===== src/rtl/ddo_pkg.sv =====
// Shared types, constants and tables for the differential-drive odometry unit.
`timescale 1ns / 1ps
`default_nettype none

package ddo_pkg;

   // Default structure parameters
   localparam int CORDIC_ITERATIONS_DEFAULT = 24;
   localparam int POS_FRAC_BITS_DEFAULT     = 32;

   // Field widths
   localparam int STEP_W     = 16;
   localparam int POS_W      = 48;
   localparam int ANGLE_W    = 32;
   localparam int DPS_W      = 24;
   localparam int APS_W      = 26;

   // Configuration port
   localparam int CSR_INDEX_W = 8;
   localparam int CSR_DATA_W  = 32;
   localparam logic [CSR_INDEX_W-1:0] CSR_DISTANCE_PER_STEP = CSR_INDEX_W'(0);
   localparam logic [CSR_INDEX_W-1:0] CSR_ANGLE_PER_STEP    = CSR_INDEX_W'(1);
   localparam logic [DPS_W-1:0] DPS_RESET = DPS_W'(553215);
   localparam logic [APS_W-1:0] APS_RESET = APS_W'(1693208);

   // Datapath widths
   localparam int SUM_W      = STEP_W + 1;            // step sum and difference
   localparam int TRAVEL_W   = 41;                    // |sum * dps| <= 2^40
   localparam int CORDIC_W   = 34;                    // x, y rotator registers
   localparam int ZW         = 32;                    // residual angle
   localparam int ATAN_IDX_W = 5;
   localparam int MAG_W      = 31;                    // |sin|, |cos| <= 2^30
   localparam int SPLIT_W    = 21;                    // low slice of travel magnitude
   localparam int PROD_W     = 72;                    // travel * trig product
   localparam int DELTA_W    = 50;                    // signed position step

   localparam logic signed [CORDIC_W-1:0] CORDIC_GAIN = CORDIC_W'(652032874);
   localparam logic signed [CORDIC_W-1:0] Q30_ONE     = CORDIC_W'(1073741824);
   localparam logic signed [CORDIC_W-1:0] Q30_NEG     = -Q30_ONE;

   localparam logic signed [POS_W-1:0] POS_MAX = {1'b0, {(POS_W-1){1'b1}}};
   localparam logic signed [POS_W-1:0] POS_MIN = {1'b1, {(POS_W-1){1'b0}}};

   // Arctangent of 2^-i, binary angle with 2^32 per turn
   function automatic logic [ZW-1:0] atan_entry(input logic [ATAN_IDX_W-1:0] idx);
      logic [ZW-1:0] val;
      case (idx)
         5'd0:  val = 32'd536870912;
         5'd1:  val = 32'd316933406;
         5'd2:  val = 32'd167458907;
         5'd3:  val = 32'd85004756;
         5'd4:  val = 32'd42667331;
         5'd5:  val = 32'd21354465;
         5'd6:  val = 32'd10679838;
         5'd7:  val = 32'd5340245;
         5'd8:  val = 32'd2670163;
         5'd9:  val = 32'd1335087;
         5'd10: val = 32'd667544;
         5'd11: val = 32'd333772;
         5'd12: val = 32'd166886;
         5'd13: val = 32'd83443;
         5'd14: val = 32'd41722;
         5'd15: val = 32'd20861;
         5'd16: val = 32'd10430;
         5'd17: val = 32'd5215;
         5'd18: val = 32'd2608;
         5'd19: val = 32'd1304;
         5'd20: val = 32'd652;
         5'd21: val = 32'd326;
         5'd22: val = 32'd163;
         5'd23: val = 32'd81;
         5'd24: val = 32'd41;
         5'd25: val = 32'd20;
         5'd26: val = 32'd10;
         5'd27: val = 32'd5;
         5'd28: val = 32'd3;
         5'd29: val = 32'd1;
         5'd30: val = 32'd1;
         default: val = 32'd0;
      endcase
      return val;
   endfunction

   typedef struct packed {
      logic signed [STEP_W-1:0] left_steps;
      logic signed [STEP_W-1:0] right_steps;
   } ddo_req_type;

   typedef struct packed {
      logic signed [POS_W-1:0] x_position;
      logic signed [POS_W-1:0] z_position;
      logic [ANGLE_W-1:0]      heading_angle;
   } ddo_rsp_type;

   typedef enum logic [3:0] {
      ST_IDLE,
      ST_SETUP,
      ST_ROTATE,
      ST_FIXUP,
      ST_MUL_XL,
      ST_MUL_XH,
      ST_MUL_ZL,
      ST_MUL_ZH,
      ST_ROUND,
      ST_WRITE
   } ddo_state_type;

   typedef struct packed {
      logic capture;   // take the input item
      logic setup;     // travel, heading step, rotator start
      logic rotate;    // one rotator iteration
      logic fixup;     // quadrant map, clamp, magnitudes
      logic mul_en;    // one partial product
      logic mul_hi;    // high slice of the travel magnitude
      logic mul_z;     // cosine product (else sine)
      logic round;     // round and sign the position steps
      logic write;     // commit pose and load the result register
   } ddo_cmd_type;

   typedef struct packed {
      logic iter_last;
      logic out_free;
   } ddo_status_type;

endpackage

`default_nettype wire


===== src/rtl/ddo_ctrl.sv =====
// Sequencer for the odometry datapath: one item from capture to result.
`timescale 1ns / 1ps
`default_nettype none

module ddo_ctrl
   import ddo_pkg::*;
(
   input  wire logic           clock,
   input  wire logic           reset,
   input  wire logic           req_valid,
   output logic                req_ready,
   input  wire ddo_status_type status,
   output ddo_cmd_type         cmd
);

   ddo_state_type state_ff;
   ddo_state_type state_in;

   // Next state
   always_comb begin
      state_in = state_ff;
      case (state_ff)
         ST_IDLE: begin
            if (req_valid) state_in = ST_SETUP;
         end
         ST_SETUP:  state_in = ST_ROTATE;
         ST_ROTATE: begin
            if (status.iter_last) state_in = ST_FIXUP;
         end
         ST_FIXUP:  state_in = ST_MUL_XL;
         ST_MUL_XL: state_in = ST_MUL_XH;
         ST_MUL_XH: state_in = ST_MUL_ZL;
         ST_MUL_ZL: state_in = ST_MUL_ZH;
         ST_MUL_ZH: state_in = ST_ROUND;
         ST_ROUND:  state_in = ST_WRITE;
         ST_WRITE: begin
            if (status.out_free) state_in = ST_IDLE;
         end
         default:   state_in = ST_IDLE;
      endcase
   end

   // Commands per state
   always_comb begin
      cmd       = '0;
      req_ready = 1'b0;
      case (state_ff)
         ST_IDLE: begin
            req_ready   = 1'b1;
            cmd.capture = req_valid;
         end
         ST_SETUP:  cmd.setup  = 1'b1;
         ST_ROTATE: cmd.rotate = 1'b1;
         ST_FIXUP:  cmd.fixup  = 1'b1;
         ST_MUL_XL: cmd.mul_en = 1'b1;
         ST_MUL_XH: begin
            cmd.mul_en = 1'b1;
            cmd.mul_hi = 1'b1;
         end
         ST_MUL_ZL: begin
            cmd.mul_en = 1'b1;
            cmd.mul_z  = 1'b1;
         end
         ST_MUL_ZH: begin
            cmd.mul_en = 1'b1;
            cmd.mul_hi = 1'b1;
            cmd.mul_z  = 1'b1;
         end
         ST_ROUND:  cmd.round = 1'b1;
         ST_WRITE:  cmd.write = status.out_free;
         default: begin
            cmd       = '0;
            req_ready = 1'b0;
         end
      endcase
   end

   // State register
   always_ff @(posedge clock) begin
      if (reset) begin
         state_ff <= ST_IDLE;
      end else begin
         state_ff <= state_in;
      end
   end

endmodule

`default_nettype wire


===== config.mk =====
export PLATFORM = sky130hd
export DESIGN_NAME = ddo_ctrl
export DESIGN_NICKNAME = d
export VERILOG_FILES = /design/src/rtl/ddo_pkg.sv /design/src/rtl/ddo_ctrl.sv
export SDC_FILE = /design/constraint.sdc
export NUM_CORES = 1
export LEC_CHECK = 0
export ABC_AREA = 1
export BUFFER_PORTS_ARGS = -buffer_cell sky130_fd_sc_hd__buf_2
export CELL_PAD_IN_SITES_DETAIL_PLACEMENT = 1
export CELL_PAD_IN_SITES_GLOBAL_PLACEMENT = 2
export CORE_MARGIN = 3
export CORE_UTILIZATION = 19
export DETAILED_ROUTE_END_ITERATION = 8
export PLACE_DENSITY = 0.74
export SYNTH_ARGS = -nofsm -noshare
export SYNTH_HDL_FRONTEND = slang
export SYNTH_SLANG_ARGS = --single-unit

===== constraint.sdc =====
create_clock -name clock -period 3.2 [get_ports clock]
set_clock_uncertainty 0.2 [all_clocks]
set_input_delay 0.16 -clock clock [delete_from_list [all_inputs] [get_ports clock]]
set_output_delay 0.16 -clock clock [all_outputs]
set_load 0.1 [all_outputs]

==> results.toml <==
[die]
fp.coreArea_mm2 = 0.00132
die_w_um = 43.8
dieArea_mm2 = 0.00192
die_h_um = 43.8
rows = 13
initial_utilization = 0.206
io_pins = 15

[power]
power.leakage_nw = 0.235
ir_drop_v = 0.000317
power_density_mw_per_mm2 = 821

[route]
drc = 0
vias = 345
drt_first_iter_violations = 4
viasPerCell = 4.26
avgRoutedWirePerCell_um = 9.51
wl_um = 770
ant_nets = 0
dr.pass1.iters = 3

[global_route]
grt_pass1_vias = 336
grt_busiest_layer = "met1"
track_usage = 0.0974
antenna_found_initial = 0
grt_max_degree = 7
grt_use_met1 = 0.131
grt_pass1_wl_um = 1370
grt.overflow.total = 0
use_met2 = 0.131
use_met3 = 0.0373

[synth]
synth_nets = 53
synth_warnings = 0
ys_seq_area_frac = 0.295
netlist_area_um2 = 272
ys_types = 13
ys_seq_elements = 4
syn_area_per_cell_um2 = 5.66
synth_cells = 48

[layout]
largest_reg_flops = 4
num_antenna_cells = 0
fin_nets = 73
final_cell_mix = "buf_2, inv_1, nor2_1, nand2_1"
drive_above_1_share = 0.303
synthToLayoutAreaGrowth_pct = 44.7
largest_register = "state_ff"
reg.largest.list = "state_ff x4"
n_fill_cell = 180
layout_commonest_cell = "buf_2"
stdcell_count = 81

[setup_path]
critical_path.startpoint_type = "flop"
cp.arrival_ns = 1.60
cp_max_fo = 6
cp-end-kind = "output port"
worstPathRequired_ns = 2.84
critical_path_class = "flop to output port"

[sta]
fin_ws_ns = 1.24
hold_violations = 0
whs_ns = 0.0745
slew_violations = 0
max-slew-margin-rel = 0.679
fmax_ghz = 0.511
fin_crit_sh = 0.612
period_minus_slack_ns = 1.96
rsz0062_at_grt = "no"
setup_viol = 0
worst_pin_slew_ns = 0.484

[clocking]
clockBufferDepth = 2
clk_pin_slew_worst_paths_ns = 0.04
htreeDepth = 1
clock_latency_ns = 0.23
root_buffer = "clkbuf_4"
cts-buffers-inserted = 3
cts_setup_buffers = 0
numClockSinks = 4
cts_tree = "built"
hold_buffers = 1
cts_resized = 0

[flow_run]
maxCapViolCount = 0

[placed_design]
finalWeightedCongestion = 0.763
dp_hpwl_um = 678
pre_cts_slack_ns = 1.49
port_buffers = 14
dp_cells = 77

[run_status]
outcome = "finished clean"

[hold_path]
hp-class = "input pin to flop"
## worst paths after layout
path	from	to	slack, ns	depth (start not counted)
min	status[0]	state_ff[3]$_SDFFE_PP0P_	0.07	4
max	state_ff[0]$_SDFFE_PP0P_	cmd[8]	1.24	4
max reg2reg	state_ff[0]$_SDFFE_PP0P_	state_ff[0]$_SDFFE_PP0P_	1.88	7
min reg2reg	state_ff[3]$_SDFFE_PP0P_	state_ff[1]$_SDFFE_PP0P_	0.31	1
## worst max-delay path, cell delays in order, from the launching register on
cell and delay (ns):
dfxtp_1 0.36, nor2_1 0.25, inv_1 0.12, nor3_1 0.19, buf_2 0.45
## power breakdown
group	switching (mW)	internal, mW
Combinational	0.164	0.0308
Sequential	0.0104	0.0574
Clock	0.0186	0.0418
## per-layer routing
| metal | vias to the layer above | part of all wire |
|---|---|---|
| met2 | 7 | 0.46 |
| met4 | 0 | 0 |
| li1 | 187 | - |
| met5 | - | 0 |
| met1 | 151 | 0.48 |
| met3 | 0 | 0.055 |
## per-stage QoR
step	instance area [µm²]	utilization	power (mW)	setup TNS [ns]
3_3_place_gp	360	0.274	0.263	0
6_report	393	0.298	0.323	0
4_1_cts	393	0.298	0.327	0
2_1_floorplan	272	-	0.233	-0.755
3_5_place_dp	360	0.274	0.263	0
5_1_grt	393	0.298	0.346	0
## cell usage after synthesis
cell type  count  share of area
dfxtp_1        4           0.29
o21ai_0        1          0.018
o22ai_1        1          0.023
inv_1         12           0.17
nor2_1        11           0.15
a211oi_1       1          0.028
nor2_2         2          0.046
nor3_1         3          0.055
nand2_1        5          0.069
inv_2          1          0.014
nand3_1        4          0.074
nor4_1         1          0.023
a21oi_1        2          0.037
## layout make-up
type                    instances  area (µm²)  area share
flip-flops and latches          4        80.1       0.204
multi-input cells              31         143       0.363
clock buffers                   3        22.5      0.0573
inverters                      13        48.8       0.124
repair buffers                 15        80.1       0.204
well taps                      15        18.8      0.0478
## cells by family after synthesis
| family | Yosys count | synth area share |
|---|---|---|
| and+or+nand+nor | 26 | 0.419 |
| buffers and inverters | 13 | 0.180 |
| AOI/OAI and AO/OA | 5 | 0.106 |
| DFF | 4 | 0.295 |
Power figures use the tool's default switching activity.
